[src/rtl/core/sbc_pkg.sv]
// Shared constants and types for the sprite box collision scanner.
`default_nettype none
package sbc_pkg;

	// Default sizing
	localparam int SPRITE_COUNT_DEF = 16;
	localparam int TYPE_COUNT_DEF   = 5;

	// Field widths
	localparam int KIND_W   = 1;
	localparam int IDX_W    = 4;
	localparam int POS_W    = 12;
	localparam int WUNIT_W  = 6;
	localparam int HGT_W    = 8;
	localparam int INSET_W  = 6;
	localparam int TYPE_W   = 3;

	// Overlap arithmetic: position plus two insets or plus a size, signed
	localparam int SUM_W    = POS_W + 3;

	// Type bound registers
	localparam int BOUND_REGS = 6;
	localparam int BOUND_W    = 5;
	localparam int CFG_IDX_W  = 3;
	localparam logic [BOUND_W-1:0] BOUND_RESET [BOUND_REGS] =
		'{5'd0, 5'd1, 5'd8, 5'd14, 5'd15, 5'd16};

	// Request kinds
	localparam logic [KIND_W-1:0] KIND_WRITE = 1'b0;
	localparam logic [KIND_W-1:0] KIND_QUERY = 1'b1;

	// One sprite table entry
	typedef struct packed {
		logic signed [POS_W-1:0] x;
		logic signed [POS_W-1:0] y;
		logic [WUNIT_W-1:0]      w;
		logic [HGT_W-1:0]        h;
		logic [INSET_W-1:0]      ix;
		logic [INSET_W-1:0]      iy;
	} entry_t;

	localparam int ENTRY_W = $bits(entry_t);

endpackage
`default_nettype wire

[src/rtl/core/sbc_if.sv]
// Channel interfaces: request, result and configuration write.
`default_nettype none
interface sbc_req_if;
	logic                                 valid;
	logic                                 ready;
	logic [sbc_pkg::KIND_W-1:0]           kind;
	logic [sbc_pkg::IDX_W-1:0]            sprite_index;
	logic signed [sbc_pkg::POS_W-1:0]     pos_x;
	logic signed [sbc_pkg::POS_W-1:0]     pos_y;
	logic [sbc_pkg::WUNIT_W-1:0]          width_units;
	logic [sbc_pkg::HGT_W-1:0]            height_px;
	logic [sbc_pkg::INSET_W-1:0]          inset_x;
	logic [sbc_pkg::INSET_W-1:0]          inset_y;
	logic                                 enable;

	modport source (output valid, kind, sprite_index, pos_x, pos_y, width_units,
		height_px, inset_x, inset_y, enable, input ready);
	modport sink (input valid, kind, sprite_index, pos_x, pos_y, width_units,
		height_px, inset_x, inset_y, enable, output ready);
endinterface

interface sbc_rsp_if;
	logic                         valid;
	logic                         ready;
	logic                         found;
	logic [sbc_pkg::IDX_W-1:0]    collider_index;
	logic [sbc_pkg::TYPE_W-1:0]   collider_type;
	logic                         last;

	modport source (output valid, found, collider_index, collider_type, last,
		input ready);
	modport sink (input valid, found, collider_index, collider_type, last,
		output ready);
endinterface

interface sbc_cfg_if;
	logic                            valid;
	logic                            ready;
	logic [sbc_pkg::CFG_IDX_W-1:0]   index;
	logic [sbc_pkg::BOUND_W-1:0]     data;

	modport source (output valid, index, data, input ready);
	modport sink (input valid, index, data, output ready);
endinterface
`default_nettype wire

[src/rtl/core/sbc_ram.sv]
// Generic single-write, single-read RAM with registered read data.
`default_nettype none
module sbc_ram #(
	parameter int WIDTH = sbc_pkg::ENTRY_W,
	parameter int DEPTH = sbc_pkg::SPRITE_COUNT_DEF
) (
	input  wire logic                     clk,
	input  wire logic                     we,
	input  wire logic [$clog2(DEPTH)-1:0] waddr,
	input  wire logic [WIDTH-1:0]         wdata,
	input  wire logic                     re,
	input  wire logic [$clog2(DEPTH)-1:0] raddr,
	output logic      [WIDTH-1:0]         rdata
);

	logic [WIDTH-1:0] mem_q [DEPTH];

	// Write port
	always_ff @(posedge clk) begin
		if (we) begin
			mem_q[waddr] <= wdata;
		end
	end

	// Read port, data holds while re is low
	always_ff @(posedge clk) begin
		if (re) begin
			rdata <= mem_q[raddr];
		end
	end

endmodule
`default_nettype wire

[src/rtl/core/sbc_touch.sv]
// Inset bounding-box overlap test between the queried sprite and one candidate.
`default_nettype none
module sbc_touch (
	input  wire sbc_pkg::entry_t b_ent,
	input  wire sbc_pkg::entry_t s_ent,
	output logic                 touch
);

	localparam int SW = sbc_pkg::SUM_W;

	logic                                xge;
	logic                                yge;
	logic signed [sbc_pkg::POS_W-1:0]    xp, xq, yp, yq;
	logic [sbc_pkg::WUNIT_W-1:0]         wq;
	logic [sbc_pkg::HGT_W-1:0]           hq;
	logic signed [SW-1:0]                lhs_x, rhs_x, lhs_y, rhs_y;
	logic                                x_miss;
	logic                                y_hit;

	always_comb begin
		// Order the pair so the right-hand (higher) one is compared against the left box's right end
		xge = b_ent.x >= s_ent.x;
		yge = b_ent.y >= s_ent.y;
		xp  = xge ? b_ent.x : s_ent.x;
		xq  = xge ? s_ent.x : b_ent.x;
		wq  = xge ? s_ent.w : b_ent.w;
		yp  = yge ? b_ent.y : s_ent.y;
		yq  = yge ? s_ent.y : b_ent.y;
		hq  = yge ? s_ent.h : b_ent.h;

		// Both insets shrink the overlap; x miss and y hit per axis
		lhs_x = SW'(xp) + SW'(b_ent.ix) + SW'(s_ent.ix);
		rhs_x = SW'(xq) + SW'({wq, 2'b00});
		lhs_y = SW'(yp) + SW'(b_ent.iy) + SW'(s_ent.iy);
		rhs_y = SW'(yq) + SW'(hq);

		x_miss = lhs_x >= rhs_x;
		y_hit  = lhs_y < rhs_y;
		touch  = !x_miss && y_hit;
	end

endmodule
`default_nettype wire

[src/rtl/core/sprite_box_collision_scan_top.sv]
// Sprite box collision scanner: sprite table, type bounds and scan sequencer.
//
// A write request stores one sprite entry and gives no result. A query request reads the
// named sprite, then walks the type ranges in order, reading one candidate entry per cycle,
// unless stalled, from the single read port of the sprite table and testing it in one
// overlap unit. A query holds the request channel until its final result is loaded. Each
// collider is held back one place so that the final one can carry last; a backed-up result
// channel stalls the scan. A query with no collider, or naming an index beyond the table,
// gives a single result with found low and last high.
`default_nettype none
module sprite_box_collision_scan_top #(
	parameter int SPRITE_COUNT = sbc_pkg::SPRITE_COUNT_DEF,
	parameter int TYPE_COUNT   = sbc_pkg::TYPE_COUNT_DEF
) (
	input  wire logic  clk,
	input  wire logic  arst_n,
	sbc_req_if.sink    req,
	sbc_rsp_if.source  rsp,
	sbc_cfg_if.sink    cfg
);

	localparam int ADDR_W = $clog2(SPRITE_COUNT);
	localparam int CNT_W  = $clog2(SPRITE_COUNT + 1);
	localparam int TW     = sbc_pkg::TYPE_W;

	typedef enum logic [3:0] {
		ST_IDLE  = 4'b0001,
		ST_CAP_B = 4'b0010,
		ST_SCAN  = 4'b0100,
		ST_DONE  = 4'b1000
	} state_t;

	function automatic logic [CNT_W-1:0] clip_bound(input logic [sbc_pkg::BOUND_W-1:0] b);
		if (int'(b) > SPRITE_COUNT) begin
			return CNT_W'(SPRITE_COUNT);
		end else begin
			return CNT_W'(b);
		end
	endfunction

	state_t                          state_q;
	logic [sbc_pkg::BOUND_W-1:0]     bounds_q [sbc_pkg::BOUND_REGS];
	logic [SPRITE_COUNT-1:0]         written_q;
	logic [SPRITE_COUNT-1:0]         enabled_q;

	// Scan position
	logic [ADDR_W-1:0]               b_addr_q;
	sbc_pkg::entry_t                 b_q;
	logic [TW-1:0]                   t_q;
	logic [CNT_W-1:0]                s_q;
	logic [CNT_W-1:0]                hi_q;
	logic                            scan_done_q;

	// Candidate in flight through the table read
	logic                            vld_s2;
	logic                            ok_s2;
	logic [ADDR_W-1:0]               idx_s2;
	logic [TW-1:0]                   type_s2;

	// Held-back collider and hit count
	logic                            pend_v_q;
	logic [ADDR_W-1:0]               pend_idx_q;
	logic [TW-1:0]                   pend_type_q;
	logic [ADDR_W-1:0]               count_q;

	// Result register
	logic                            out_v_q;
	logic                            out_found_q;
	logic [sbc_pkg::IDX_W-1:0]       out_idx_q;
	logic [TW-1:0]                   out_type_q;
	logic                            out_last_q;

	logic                            req_ok;
	logic                            is_query;
	logic                            idx_ok;
	logic                            out_free;
	logic                            out_load;
	logic                            touch;
	logic                            hit_s2;
	logic                            need_push;
	logic                            stall;
	logic                            in_range;
	logic                            issue;
	logic [ADDR_W-1:0]               s_addr;
	logic [ADDR_W-1:0]               req_addr;
	logic [TW-1:0]                   nb_idx;
	logic [sbc_pkg::BOUND_W-1:0]     nb_val;
	logic                            ram_we;
	logic                            ram_re;
	logic [ADDR_W-1:0]               ram_raddr;
	logic [sbc_pkg::ENTRY_W-1:0]     ram_rdata;
	sbc_pkg::entry_t                 wr_ent;
	sbc_pkg::entry_t                 cand_ent;

	// Handshake and scan control
	always_comb begin
		req.ready = state_q == ST_IDLE;
		cfg.ready = 1'b1;
		req_ok    = req.valid && req.ready;
		is_query  = req.kind == sbc_pkg::KIND_QUERY;
		idx_ok    = int'(req.sprite_index) < SPRITE_COUNT;
		req_addr  = ADDR_W'(req.sprite_index);
		out_free  = !out_v_q || rsp.ready;

		cand_ent  = sbc_pkg::entry_t'(ram_rdata);
		hit_s2    = vld_s2 && ok_s2 && touch && (count_q < ADDR_W'(SPRITE_COUNT - 1));
		need_push = hit_s2 && pend_v_q;
		stall     = need_push && !out_free;

		// Result register loads a released collider or the final result
		out_load  = ((state_q == ST_SCAN) && need_push && !stall) ||
			((state_q == ST_DONE) && out_free);

		s_addr    = s_q[ADDR_W-1:0];
		in_range  = s_q < hi_q;
		issue     = (state_q == ST_SCAN) && !stall && !scan_done_q && in_range;

		nb_idx    = t_q + TW'(2);
		nb_val    = (nb_idx < TW'(sbc_pkg::BOUND_REGS)) ? bounds_q[nb_idx] : '0;

		ram_re    = (req_ok && is_query) || issue;
		ram_raddr = issue ? s_addr : req_addr;
		ram_we    = req_ok && !is_query && idx_ok;

		wr_ent.x  = {req.pos_x[sbc_pkg::POS_W-1:2], 2'b00};
		wr_ent.y  = req.pos_y;
		wr_ent.w  = req.width_units;
		wr_ent.h  = req.height_px;
		wr_ent.ix = req.inset_x;
		wr_ent.iy = req.inset_y;
	end

	sbc_ram #(
		.WIDTH (sbc_pkg::ENTRY_W),
		.DEPTH (SPRITE_COUNT)
	) u_table (
		.clk   (clk),
		.we    (ram_we),
		.waddr (req_addr),
		.wdata (wr_ent),
		.re    (ram_re),
		.raddr (ram_raddr),
		.rdata (ram_rdata)
	);

	sbc_touch u_touch (
		.b_ent (b_q),
		.s_ent (cand_ent),
		.touch (touch)
	);

	// Type bound registers
	always_ff @(posedge clk or negedge arst_n) begin
		if (!arst_n) begin
			for (int i = 0; i < sbc_pkg::BOUND_REGS; i++) begin
				bounds_q[i] <= sbc_pkg::BOUND_RESET[i];
			end
		end else if (cfg.valid && (cfg.index < sbc_pkg::CFG_IDX_W'(sbc_pkg::BOUND_REGS))) begin
			bounds_q[cfg.index] <= cfg.data;
		end
	end

	// Per-entry written and enable flags
	always_ff @(posedge clk or negedge arst_n) begin
		if (!arst_n) begin
			written_q <= '0;
			enabled_q <= '0;
		end else if (ram_we) begin
			written_q[req_addr] <= 1'b1;
			enabled_q[req_addr] <= req.enable;
		end
	end

	// Sequencer, scan pipeline and result register
	always_ff @(posedge clk or negedge arst_n) begin
		if (!arst_n) begin
			state_q     <= ST_IDLE;
			b_addr_q    <= '0;
			b_q         <= '0;
			t_q         <= '0;
			s_q         <= '0;
			hi_q        <= '0;
			scan_done_q <= 1'b0;
			vld_s2      <= 1'b0;
			ok_s2       <= 1'b0;
			idx_s2      <= '0;
			type_s2     <= '0;
			pend_v_q    <= 1'b0;
			pend_idx_q  <= '0;
			pend_type_q <= '0;
			count_q     <= '0;
			out_v_q     <= 1'b0;
			out_found_q <= 1'b0;
			out_idx_q   <= '0;
			out_type_q  <= '0;
			out_last_q  <= 1'b0;
		end else begin
			// Result valid: set on load, cleared when taken
			if (out_load) begin
				out_v_q <= 1'b1;
			end else if (out_v_q && rsp.ready) begin
				out_v_q <= 1'b0;
			end

			case (state_q)
				ST_IDLE: begin
					if (req_ok && is_query) begin
						b_addr_q    <= req_addr;
						pend_v_q    <= 1'b0;
						count_q     <= '0;
						t_q         <= '0;
						s_q         <= clip_bound(bounds_q[0]);
						hi_q        <= clip_bound(bounds_q[1]);
						scan_done_q <= 1'b0;
						vld_s2      <= 1'b0;
						state_q     <= idx_ok ? ST_CAP_B : ST_DONE;
					end
				end

				ST_CAP_B: begin
					// Never-written entry reads as all zero
					b_q     <= written_q[b_addr_q] ? cand_ent : '0;
					state_q <= ST_SCAN;
				end

				ST_SCAN: begin
					if (!stall) begin
						// Step through the ranges
						if (!scan_done_q) begin
							if (in_range) begin
								s_q <= CNT_W'(s_q + 1'b1);
							end else if (t_q == TW'(TYPE_COUNT - 1)) begin
								scan_done_q <= 1'b1;
							end else begin
								t_q  <= t_q + 1'b1;
								s_q  <= hi_q;
								hi_q <= clip_bound(nb_val);
							end
						end

						// Candidate tag follows the table read
						vld_s2  <= issue;
						ok_s2   <= enabled_q[s_addr] && (s_addr != b_addr_q);
						idx_s2  <= s_addr;
						type_s2 <= t_q;

						// Hold the new collider, release the previous one
						if (hit_s2) begin
							pend_v_q    <= 1'b1;
							pend_idx_q  <= idx_s2;
							pend_type_q <= type_s2;
							count_q     <= count_q + 1'b1;
						end
						if (need_push) begin
							out_found_q <= 1'b1;
							out_idx_q   <= sbc_pkg::IDX_W'(pend_idx_q);
							out_type_q  <= pend_type_q;
							out_last_q  <= 1'b0;
						end
					end

					if (scan_done_q && !vld_s2) begin
						state_q <= ST_DONE;
					end
				end

				ST_DONE: begin
					// Final result, or the single none result
					if (out_free) begin
						out_found_q <= pend_v_q;
						out_idx_q   <= pend_v_q ? sbc_pkg::IDX_W'(pend_idx_q) : '0;
						out_type_q  <= pend_v_q ? pend_type_q : '0;
						out_last_q  <= 1'b1;
						pend_v_q    <= 1'b0;
						state_q     <= ST_IDLE;
					end
				end

				default: begin
					state_q <= ST_IDLE;
				end
			endcase
		end
	end

	// Result channel
	always_comb begin
		rsp.valid          = out_v_q;
		rsp.found          = out_found_q;
		rsp.collider_index = out_idx_q;
		rsp.collider_type  = out_type_q;
		rsp.last           = out_last_q;
	end

endmodule
`default_nettype wire

[src/flat_wrapper.sv]
// flat-port wrapper written by rule: the top's interface ports become plain ports
module sprite_box_collision_scan_top_flat 
#(
	parameter int SPRITE_COUNT = sbc_pkg::SPRITE_COUNT_DEF,
	parameter int TYPE_COUNT   = sbc_pkg::TYPE_COUNT_DEF
)
  (clk, arst_n, req_valid, req_kind, req_sprite_index, req_pos_x, req_pos_y, req_width_units, req_height_px, req_inset_x, req_inset_y, req_enable, req_ready, rsp_valid, rsp_found, rsp_collider_index, rsp_collider_type, rsp_last, rsp_ready, cfg_valid, cfg_index, cfg_data, cfg_ready);
  sbc_req_if req_i ();
  sbc_rsp_if rsp_i ();
  sbc_cfg_if cfg_i ();
  input  wire logic clk;
  input  wire logic arst_n;
  input wire logic [$bits(req_i.valid)-1:0] req_valid;
  input wire logic [$bits(req_i.kind)-1:0] req_kind;
  input wire logic [$bits(req_i.sprite_index)-1:0] req_sprite_index;
  input wire logic [$bits(req_i.pos_x)-1:0] req_pos_x;
  input wire logic [$bits(req_i.pos_y)-1:0] req_pos_y;
  input wire logic [$bits(req_i.width_units)-1:0] req_width_units;
  input wire logic [$bits(req_i.height_px)-1:0] req_height_px;
  input wire logic [$bits(req_i.inset_x)-1:0] req_inset_x;
  input wire logic [$bits(req_i.inset_y)-1:0] req_inset_y;
  input wire logic [$bits(req_i.enable)-1:0] req_enable;
  output wire logic [$bits(req_i.ready)-1:0] req_ready;
  output wire logic [$bits(rsp_i.valid)-1:0] rsp_valid;
  output wire logic [$bits(rsp_i.found)-1:0] rsp_found;
  output wire logic [$bits(rsp_i.collider_index)-1:0] rsp_collider_index;
  output wire logic [$bits(rsp_i.collider_type)-1:0] rsp_collider_type;
  output wire logic [$bits(rsp_i.last)-1:0] rsp_last;
  input wire logic [$bits(rsp_i.ready)-1:0] rsp_ready;
  input wire logic [$bits(cfg_i.valid)-1:0] cfg_valid;
  input wire logic [$bits(cfg_i.index)-1:0] cfg_index;
  input wire logic [$bits(cfg_i.data)-1:0] cfg_data;
  output wire logic [$bits(cfg_i.ready)-1:0] cfg_ready;
  assign req_i.valid = req_valid;
  assign req_i.kind = req_kind;
  assign req_i.sprite_index = req_sprite_index;
  assign req_i.pos_x = req_pos_x;
  assign req_i.pos_y = req_pos_y;
  assign req_i.width_units = req_width_units;
  assign req_i.height_px = req_height_px;
  assign req_i.inset_x = req_inset_x;
  assign req_i.inset_y = req_inset_y;
  assign req_i.enable = req_enable;
  assign req_ready = req_i.ready;
  assign rsp_valid = rsp_i.valid;
  assign rsp_found = rsp_i.found;
  assign rsp_collider_index = rsp_i.collider_index;
  assign rsp_collider_type = rsp_i.collider_type;
  assign rsp_last = rsp_i.last;
  assign rsp_i.ready = rsp_ready;
  assign cfg_i.valid = cfg_valid;
  assign cfg_i.index = cfg_index;
  assign cfg_i.data = cfg_data;
  assign cfg_ready = cfg_i.ready;
  sprite_box_collision_scan_top #(.SPRITE_COUNT(SPRITE_COUNT), .TYPE_COUNT(TYPE_COUNT)) u_core (.clk(clk), .arst_n(arst_n), .req(req_i), .rsp(rsp_i), .cfg(cfg_i));
endmodule
[config.mk]
export PLATFORM = sky130hd
export DESIGN_NAME = sprite_box_collision_scan_top_flat
export DESIGN_NICKNAME = d
export VERILOG_FILES = /design/src/rtl/core/sbc_pkg.sv /design/src/rtl/core/sbc_if.sv /design/src/rtl/core/sbc_ram.sv /design/src/rtl/core/sbc_touch.sv /design/src/rtl/core/sprite_box_collision_scan_top.sv /design/src/flat_wrapper.sv
export SDC_FILE = /design/constraint.sdc
export NUM_CORES = 1
export LEC_CHECK = 0
export BUFFER_PORTS_ARGS = -buffer_cell sky130_fd_sc_hd__clkbuf_2
export CAP_MARGIN = 20
export CORE_UTILIZATION = 35
export DETAILED_ROUTE_END_ITERATION = 7
export GPL_ROUTABILITY_DRIVEN = 0
export SLEW_MARGIN = 20
export SYNTH_ARGS = -nofsm -noshare
export SYNTH_HDL_FRONTEND = slang
export SYNTH_HIERARCHICAL = 1
export SYNTH_SLANG_ARGS = --single-unit
[constraint.sdc]
create_clock -name clk -period 9.05 [get_ports clk]
set_input_delay 1.81 -clock clk [delete_from_list [all_inputs] [get_ports clk]]
set_output_delay 1.81 -clock clk [all_outputs]
set_load 0.05 [all_outputs]
==> summary.txt, run 1 <==
Clock tree
  – Clock Pin Slew Worst Setup and Hold Paths: 0.06 ns
  – Clk_lat worst skew: 0.70 ns
  – H-tree depth: 3
  – Clk Tree Root Cell: clkbuf_16
  – Maximum root-to-sink buffer count: 3
  – Clock sinks: 1015
  – CTS hold repair buffers: 0
  – TritonCTS clock tree: built
  – Num CTS Buffers: 102

Finish
  – Area grow syn2layout: 15.2%
  – Multi-input gate area: 0.0125 mm²
  – Layout cells sized above 1: 24.2%
  – Net count, final: 2718
  – Reg area: about 0.030 mm²
  – Number of fill cells: 10631

STA
  – Max Freq: 117 MHz
  – Minimum clock period: 8.57 ns
  – Setup violators final: 0
  – Clk_skew: 0.0775 ns
  – Final period util: 94.7%
  – Setup TNS: 0 ns
  – Endpoints failing hold: 0
  – Slew headroom: 23.0%
  – RSZ-0062 raised after global routing: false
  – Worst-Margin Slew: 1.15 ns
  – Max Slew Vio Count: 0

Die
  – CORE AREA: 0.120 mm²
  – Num ports: 81
  – Site row count: 127
  – Die X-Extent: 351 µm
  – Die area: 0.123 mm²
  – Die height: 351 µm
  – Starting Density: 35.4%

Drt
  – DR vias/cell: roughly 5.3
  – Routed wire per std cell: 23.7 µm
  – DRC errors left: 0
  – Post-route ant nets: 0
  – First-pass DRT Iterations: 5
  – DRT iter0 DRCs: 2227
  – Final WL: approximately 100 mm
  – Via count: 22543

Yosys
  – Synthesized flop and latch total: approximately 1000
  – Synth Instances: roughly 2400
  – Cell Area, Synth: 0.0426 mm²
  – Yosys top cell area share: ~60%
  – Synth area leaders: edfxtp_1, mux4_2, dfrtp_1
  – Syn_area_per_cell: 17.9 µm²
  – Most common flop cell mapped by yosys: edfxtp_1
  – Most numerous cell in the Yosys netlist: edfxtp_1
  – Most instantiated cells after synthesis: edfxtp_1, mux4_2, dfrtp_1, nand2_1, a22oi_1
  – Synth unique cells: 70
  – Largest area contributor in the netlist: edfxtp_1
  – Synthesis warning total: 6
  – Post-synth EDFFs: between 800 and 900
  – Ys async rst share: roughly 16%
  – Seq/Total Area, Yosys: between 60% and 70%

Worst setup path
  – Worst EP required: about 9.5 ns
  – Arr. time, crit path: 8.98 ns
  – Slowest cell on the critical path: mux4_2
  – Slowest stage delay, CP: 0.53 ns
  – Top Family by Delay on Critical Path: compound AO/OA/AOI/OAI gates
  – Startpoint Class: flop
  – Worst setup EP type: flop
  – Crit path top cell by count: ha_1
  – Critical path class: reg2reg
  – Buf/Inv on CP: 3
  – CP max FO: 28

Outcome
  – Status: finished, final reports clean

Hold path
  – Hold Path Class: reg2reg

Power
  – Clock network power share: 34.8%
  – Sw frac: 27.0%
  – Switch Pwr: 3.29 mW
  – Sequential power share: 44.8%
  – Combinational power share: 20.4%
  – Tot Pwr: ~12 mW
  – Leakage power: about 17 nW
  – Power Dens Cells: 249 mW/mm²
  – Highest ir drop seen on vdd: ~0.16 mV
  – Internal: 8.93 mW

Job
  – Max Cap Violations: 0

GRT
  – Initial antenna violation count: 7
  – Largest net degree at the start of global routing: ~110
  – Most Crowded Layer GR: met2
  – Total global routing overflow: 0
  – Met2 Use GR: 26.6%
  – GR Util All Layers: 16.5%
  – Number of global-route vias before repair: 23279
  – First-pass GRT wire length: 150 mm
  – Met3 usage: approximately 3.2%
  – GR Util met1: a little under a quarter

Placement
  – Port Buf Inserts: a little under 80
  – Detailed Place HPWL: 55.7 mm
[repair_timing]
action,4_1_cts,5_1_grt
resized for setup,0,4
endpoints found under the setup margin,0,50
buffers inserted,0,4
[power groups by stage]
stage / registers, mW / clock network, mW / logic, mW
floorplan: 5.48 / 0 / 1.86
global placement: 5.56 / 0 / 2.39
detailed placement: 5.57 / 0 / 2.44
CTS: 5.48 / 4.34 / 2.46
global route: 5.50 / 4.52 / 2.77
finish: 5.47 / 4.25 / 2.50
[cell usage in the layout, fill, tap and decap left out, types with 8 or more instances in the layout]
cell type / instances
clkbuf_2: 76
clkbuf_16: 105
nand3b_1: 10
ha_1: 86
o31ai_1: 8
inv_1: 57
nor2_4: 13
clkinv_2: 17
o21ai_0: 66
dfstp_2: 11
edfxtp_1: 850
mux2i_1: 28
dfrtp_1: 154
nor3_1: 16
mux2_2: 85
nand3_1: 22
bufinv_16: 12
clkinv_1: 26
a21o_1: 15
o21a_1: 10
o211ai_1: 14
nand2b_1: 30
nand2_1: 150
xnor2_1: 39
fa_1: 16
conb_1: 33
xor2_1: 11
nand4_1: 9
a22oi_1: 100
mux4_2: 212
nor3b_1: 12
buf_4: 43
nor2b_1: 13
clkbuf_1: 18
nor2_1: 49
a22o_1: 58
buf_12: 22
a21oi_1: 22
a211oi_1: 14
[path summary, 6_finish.rpt]
check	endpoint	depth (start not counted)	start	slack [ns]
hold / removal	u_core/written_q[3]	1	u_core/written_q[3]	0.46
setup / recovery	u_core/u_table/rdata[43]	32	u_core/u_table/rdata[33]	0.48
hold reg to reg	u_core/written_q[3]	1	u_core/written_q[3]	0.46
setup reg to reg	u_core/u_table/rdata[43]	32	u_core/u_table/rdata[33]	0.48
min in group asynchronous	u_core/bounds_q[2]	1	arst_n	1.26
max in group asynchronous	u_core/b_q[49]	2	arst_n	6.30
[cell families (layout without fill, tap and decap cells)]
logic type / Yosys count / count (layout) / synth area share (%)
other: 2 / 34 / 0.0176
adder cells (fa/ha/maj): 102 / 102 / 3.28
buffers and inverters: 165 / 393 / 1.71
XOR/XNOR: 50 / 50 / 1.03
AO/OA/AOI/OAI: 353 / 353 / 5.99
multiplexers: 327 / 327 / 14.2
AND/OR/NAND/NOR: 359 / 359 / 4.08
flip-flops: 1015 / 1015 / 69.7
[registers in the layout, indices dropped and copies added, names as in the netlist, 4 cells and up]
register and flops:
u_core/pend_idx_q 4, u_core/bounds_q 30, u_core/rsp.collider_index 4, u_core/written_q 16, u_core/u_table/rdata 50, u_core/count_q 4, u_core/b_q 50, u_core/u_table/mem_q 800
u_core/enabled_q 16, u_core/state_q 4, u_core/idx_s2 4, u_core/hi_q 5, u_core/b_addr_q 4, u_core/s_q 5
[layer usage]
layer	vias up	wire, µm
li1	9835	-
met1	11878	43500
met4	12	2740
met2	644	48200
met3	174	5950
met5	-	72
[through the flow]
stage               hold slack (ns)  area, µm²  util, %  std cells  worst slack [ns]
floorplan                     0.429      42700        -       2404              1.57
global placement              0.446      45500     37.8       4044             0.355
detailed placement            0.448      45500     37.8       4046             0.249
CTS                           0.464      48900     40.6       4235             0.247
global route                  0.478      49000     40.8       4244            0.0145
finish                        0.462      49000     40.8       4245             0.477
[area by class of cell]
| class | count | share of cell area [%] |
|---|---|---|
| antenna | 1 | 0.00510 |
| clock buffer | 126 | 5.56 |
| clock inverter | 63 | 1.37 |
| inverter | 57 | 0.436 |
| multi-input combinational | 1224 | 25.5 |
| sequential | 1015 | 60.5 |
| tap | 1612 | 4.11 |
| timing repair buffer | 147 | 2.57 |
No activity file was read; power rests on OpenSTA's default activity.
==> inputs of run 2 (changes only) <==
--- a/config.mk
+++ b/config.mk
@@ -5,6 +5,7 @@
 export SDC_FILE = /design/constraint.sdc
 export NUM_CORES = 1
 export LEC_CHECK = 0
+export ABC_AREA = 1
 export BUFFER_PORTS_ARGS = -buffer_cell sky130_fd_sc_hd__clkbuf_2
 export CAP_MARGIN = 20
 export CORE_UTILIZATION = 35
==> run 2 against run 1 <==
Effect of this change: global-route usage is 0.66 points higher; synthesized cell count up 100%; combinational power is 70% higher; power rose by 17%; highest routed layer unchanged; non-clock buffer count up 11; clock power grew 3%; largest cell class unchanged; critical path type unchanged; worst hold slack got worse by 0.012 ns; die area grew 11%; clock skew decreased by 0.0090 ns; cell count grew 59%.
==> summary.txt, run 2 <==
Clock tree
  – Clock sinks: 1015 (unchanged)
  – Clk_lat worst skew: 0.75 ns (was 0.70 ns)
  – Clock Pin Slew Worst Setup and Hold Paths: 0.06 ns (about the same)
  – TritonCTS clock tree: built (unchanged)
  – Clk Tree Root Cell: clkbuf_16 (unchanged)
  – H-tree depth: 3 (unchanged)
  – Num CTS Buffers: 107 (was 102)
  – Maximum root-to-sink buffer count: 3 (unchanged)
  – CTS hold repair buffers: 0 (unchanged)

Yosys
  – Cell Area, Synth: 0.0474 mm² (was 0.0426 mm²)
  – Yosys top cell area share: 53.8% (was 60.0%)
  – Syn_area_per_cell: 9.85 µm² (was 17.9 µm²)
  – Post-synth EDFFs: 850 (unchanged)
  – Compound-cell area share of the yosys netlist: 3.10% (was 5.99%)
  – Synth unique cells: 57 (was 70)
  – Post-Synth Adder-Cell Area: 2.95% (was 3.28%)
  – Synth Instances: 4813 (was 2373)
  – Synth area leaders: edfxtp_1, nand2_1, dfrtp_1 (was edfxtp_1, mux4_2, dfrtp_1)
  – Seq/Total Area, Yosys: 62.6% (was 69.7%)
  – Most instantiated cells after synthesis: nand2_1, edfxtp_1, inv_1, nand3_1, dfrtp_1 (was edfxtp_1, mux4_2, dfrtp_1, nand2_1, a22oi_1)
  – Largest area contributor in the netlist: edfxtp_1 (unchanged)
  – Most common flop cell mapped by yosys: edfxtp_1 (unchanged)
  – Post-synthesis mux area share: 0.306% (was 14.2%)
  – Largest family of logic cells by synthesized area: simple AND/OR/NAND/NOR gates (was multiplexers)
  – Ys async rst share: 16.3% (unchanged)
  – Post-synthesis xor/xnor area fraction: 0.610% (was 1.03%)
  – Most numerous cell in the Yosys netlist: nand2_1 (was edfxtp_1)
  – Synthesis warning total: 6 (unchanged)
  – Post-synthesis simple-gate area fraction: 21.1% (was 4.08%)
  – Synthesized flop and latch total: 1015 (unchanged)

STA
  – Worst-Margin Slew: 1.14 ns (was 1.15 ns)
  – Max Slew Vio Count: 0 (unchanged)
  – Clk_skew: 0.0685 ns (was 0.0775 ns)
  – Setup TNS: 0 ns (unchanged)
  – Minimum clock period: 8.25 ns (was 8.57 ns)
  – Slew headroom: 23.9% (was 23.0%)
  – Setup ws final: 0.800 ns (was 0.477 ns)
  – Final period util: 91.2% (was 94.7%)
  – Max Freq: 121 MHz (was 117 MHz)
  – Endpoints failing hold: 0 (unchanged)
  – RSZ-0062 raised after global routing: false (unchanged)
  – Hold slack: 0.450 ns (was 0.462 ns)
  – Setup violators final: 0 (unchanged)

Job
  – Max Cap Violations: 0 (unchanged)

Finish
  – Largest register FFs: 800 (unchanged)
  – Most frequent cells in the layout: nand2_1, edfxtp_1, inv_1 (was edfxtp_1, mux4_2, dfrtp_1)
  – Reg with most FFs: u_core/u_table/mem_q (unchanged)
  – Commonest non-fill, non-tap cell in the layout: nand2_1 (was edfxtp_1)
  – Net count, final: 5072 (was 2718)
  – Number of fill cells: 12786 (was 10631)
  – Regs by FF count: u_core/u_table/mem_q (800), u_core/b_q (50), u_core/u_table/rdata (50) (unchanged)
  – Area grow syn2layout: 12.5% (was 15.2%)
  – Layout cells sized above 1: 8.15% (was 24.2%)

Worst setup path
  – Slowest cell on the critical path: fa_1 (was mux4_2)
  – Slowest stage delay, CP: 0.50 ns (was 0.53 ns)
  – Critical path class: reg2reg (unchanged)
  – CP max FO: 46 (was 28)
  – Reg2reg setup slack: 0.80 ns (was 0.48 ns)
  – Worst EP required: 9.53 ns (was 9.46 ns)
  – Crit path top cell by count: nand3_1 (was ha_1)
  – Startpoint Class: flop (unchanged)
  – Worst setup EP type: flop (unchanged)
  – Arr. time, crit path: 8.73 ns (was 8.98 ns)

Power
  – Highest ir drop seen on vdd: 0.192 mV (was 0.164 mV)
  – Leakage power: 23.4 nW (was 17.0 nW)
  – Power Dens Cells: 267 mW/mm² (was 249 mW/mm²)

Die
  – Die height: 370 µm (was 351 µm)
  – Starting Density: 35.4% (about the same)
  – CORE AREA: 0.134 mm² (was 0.120 mm²)
  – Die X-Extent: 370 µm (was 351 µm)
  – Die area: 0.137 mm² (was 0.123 mm²)
  – Num ports: 81 (unchanged)
  – Site row count: 134 (was 127)

GRT
  – Number of global-route vias before repair: 30361 (was 23279)
  – GR Util All Layers: 17.1% (was 16.5%)
  – Largest net degree at the start of global routing: 106 (was 108)
  – Total global routing overflow: 0 (unchanged)
  – Initial antenna violation count: 11 (was 7)
  – First-pass GRT wire length: 180 mm (was 150 mm)

Drt
  – Post-route ant nets: 0 (unchanged)
  – Via count: 32098 (was 22543)
  – Final WL: 118 mm (was 101 mm)
  – DRC errors left: 0 (unchanged)
  – Routed wire per std cell: 17.4 µm (was 23.7 µm)
  – First-pass DRT Iterations: 5 (unchanged)
  – DRT iter0 DRCs: 2530 (was 2227)
  – DR vias/cell: 4.75 (was 5.31)

Placement
  – Detailed Place HPWL: 64.3 mm (was 55.7 mm)
  – Port Buf Inserts: 77 (unchanged)
  – Post-Place Setup Slack: 0.648 ns (was 0.249 ns)

Outcome
  – Status: finished, final reports clean (unchanged)

Hold path
  – Hold Path Class: reg2reg (unchanged)
run 2: cell count changes in the layout (fill, tap and decap cells not counted), sizes merged, moves of 28 or more:
cell    before   now
mux4       212     0
a22o        58     0
nand2      152  1502
clkbuf     204   232
a21oi       23    90
mux2        87    12
nand2b      30     0
o21ai       67   151
nor2        62   109
nand3       23   712
inv         59   809
a22oi      100     1
run 2: path summary, 6_finish.rpt:
check                                    startpoint                  endpoint  cells past startpoint
setup / recovery           u_core/u_table/rdata[34]  u_core/u_table/rdata[31]                     47
hold / removal                  u_core/written_q[7]       u_core/written_q[7]                      2
setup reg to reg           u_core/u_table/rdata[34]  u_core/u_table/rdata[31]                     47
hold reg to reg                 u_core/written_q[7]       u_core/written_q[7]                      2
max in group asynchronous                    arst_n            u_core/b_q[46]                      3
min in group asynchronous                    arst_n        u_core/bounds_q[2]                      1
run 2: per-stage QoR:
stage / cells / area (µm²) / power (mW) / utilization, %
after floorplan: 4844 / 47500 / 8.89 / -
final: 6764 / 53300 / 14.3 / 39.8
after global placement: 6556 / 49700 / 9.84 / 37.1
after global routing: 6764 / 53300 / 15.2 / 39.8
after CTS: 6758 / 53300 / 14.4 / 39.8
after detailed placement: 6556 / 49700 / 9.94 / 37.1
run 2: worst max-delay path, delay by kind of cell (launching register included):
kind	cells	cell delay (ns)
flops	1	0.47
buf+inv	12	1.85
fa+ha+maj	4	1.37
simple gates	24	3.00
compound gates	7	1.22
run 2: metal layers:
layer	share of wire, %	vias up	GRT usage [%]
li1	-	15779	-
met1	44	15317	23.0
met2	48	787	28.5
met3	5.8	205	2.82
met4	2.6	10	4.90
met5	0.053	-	0
run 2: repair_timing:
item	4_1_cts	5_1_grt
resized for setup	0	3
setup endpoints to repair	0	2
buffers inserted	0	3
run 2: where the power goes:
| part | total [mW] | switching [mW] | internal [mW] | leakage, nW |
|---|---|---|---|---|
| Clock | 4.39 | 1.86 | 2.53 | 1.72 |
| Sequential | 5.62 | 0.241 | 5.38 | 9.67 |
| Combinational | 4.24 | 2.71 | 1.53 | 12.0 |
run 2: logic make-up after synthesis:
group                    after synthesis
AO/OA/AOI/OAI                        272
XOR/XNOR                              33
adder cells (fa/ha/maj)              102
buffers and inverters               1017
flip-flops                          1015
multiplexers                          13
other                                  2
AND/OR/NAND/NOR                     2359
run 2: final cells by class:
class / instances / area, µm² / area share (%)
multi-input combinational: 2812 / 13600 / 25.5
clock inverter: 47 / 589 / 1.10
timing repair buffer: 158 / 1220 / 2.30
inverter: 807 / 3050 / 5.72
sequential: 1015 / 29700 / 55.6
tap: 1768 / 2210 / 4.15
antenna: 2 / 5.00 / 0.00938
clock buffer: 155 / 2980 / 5.58
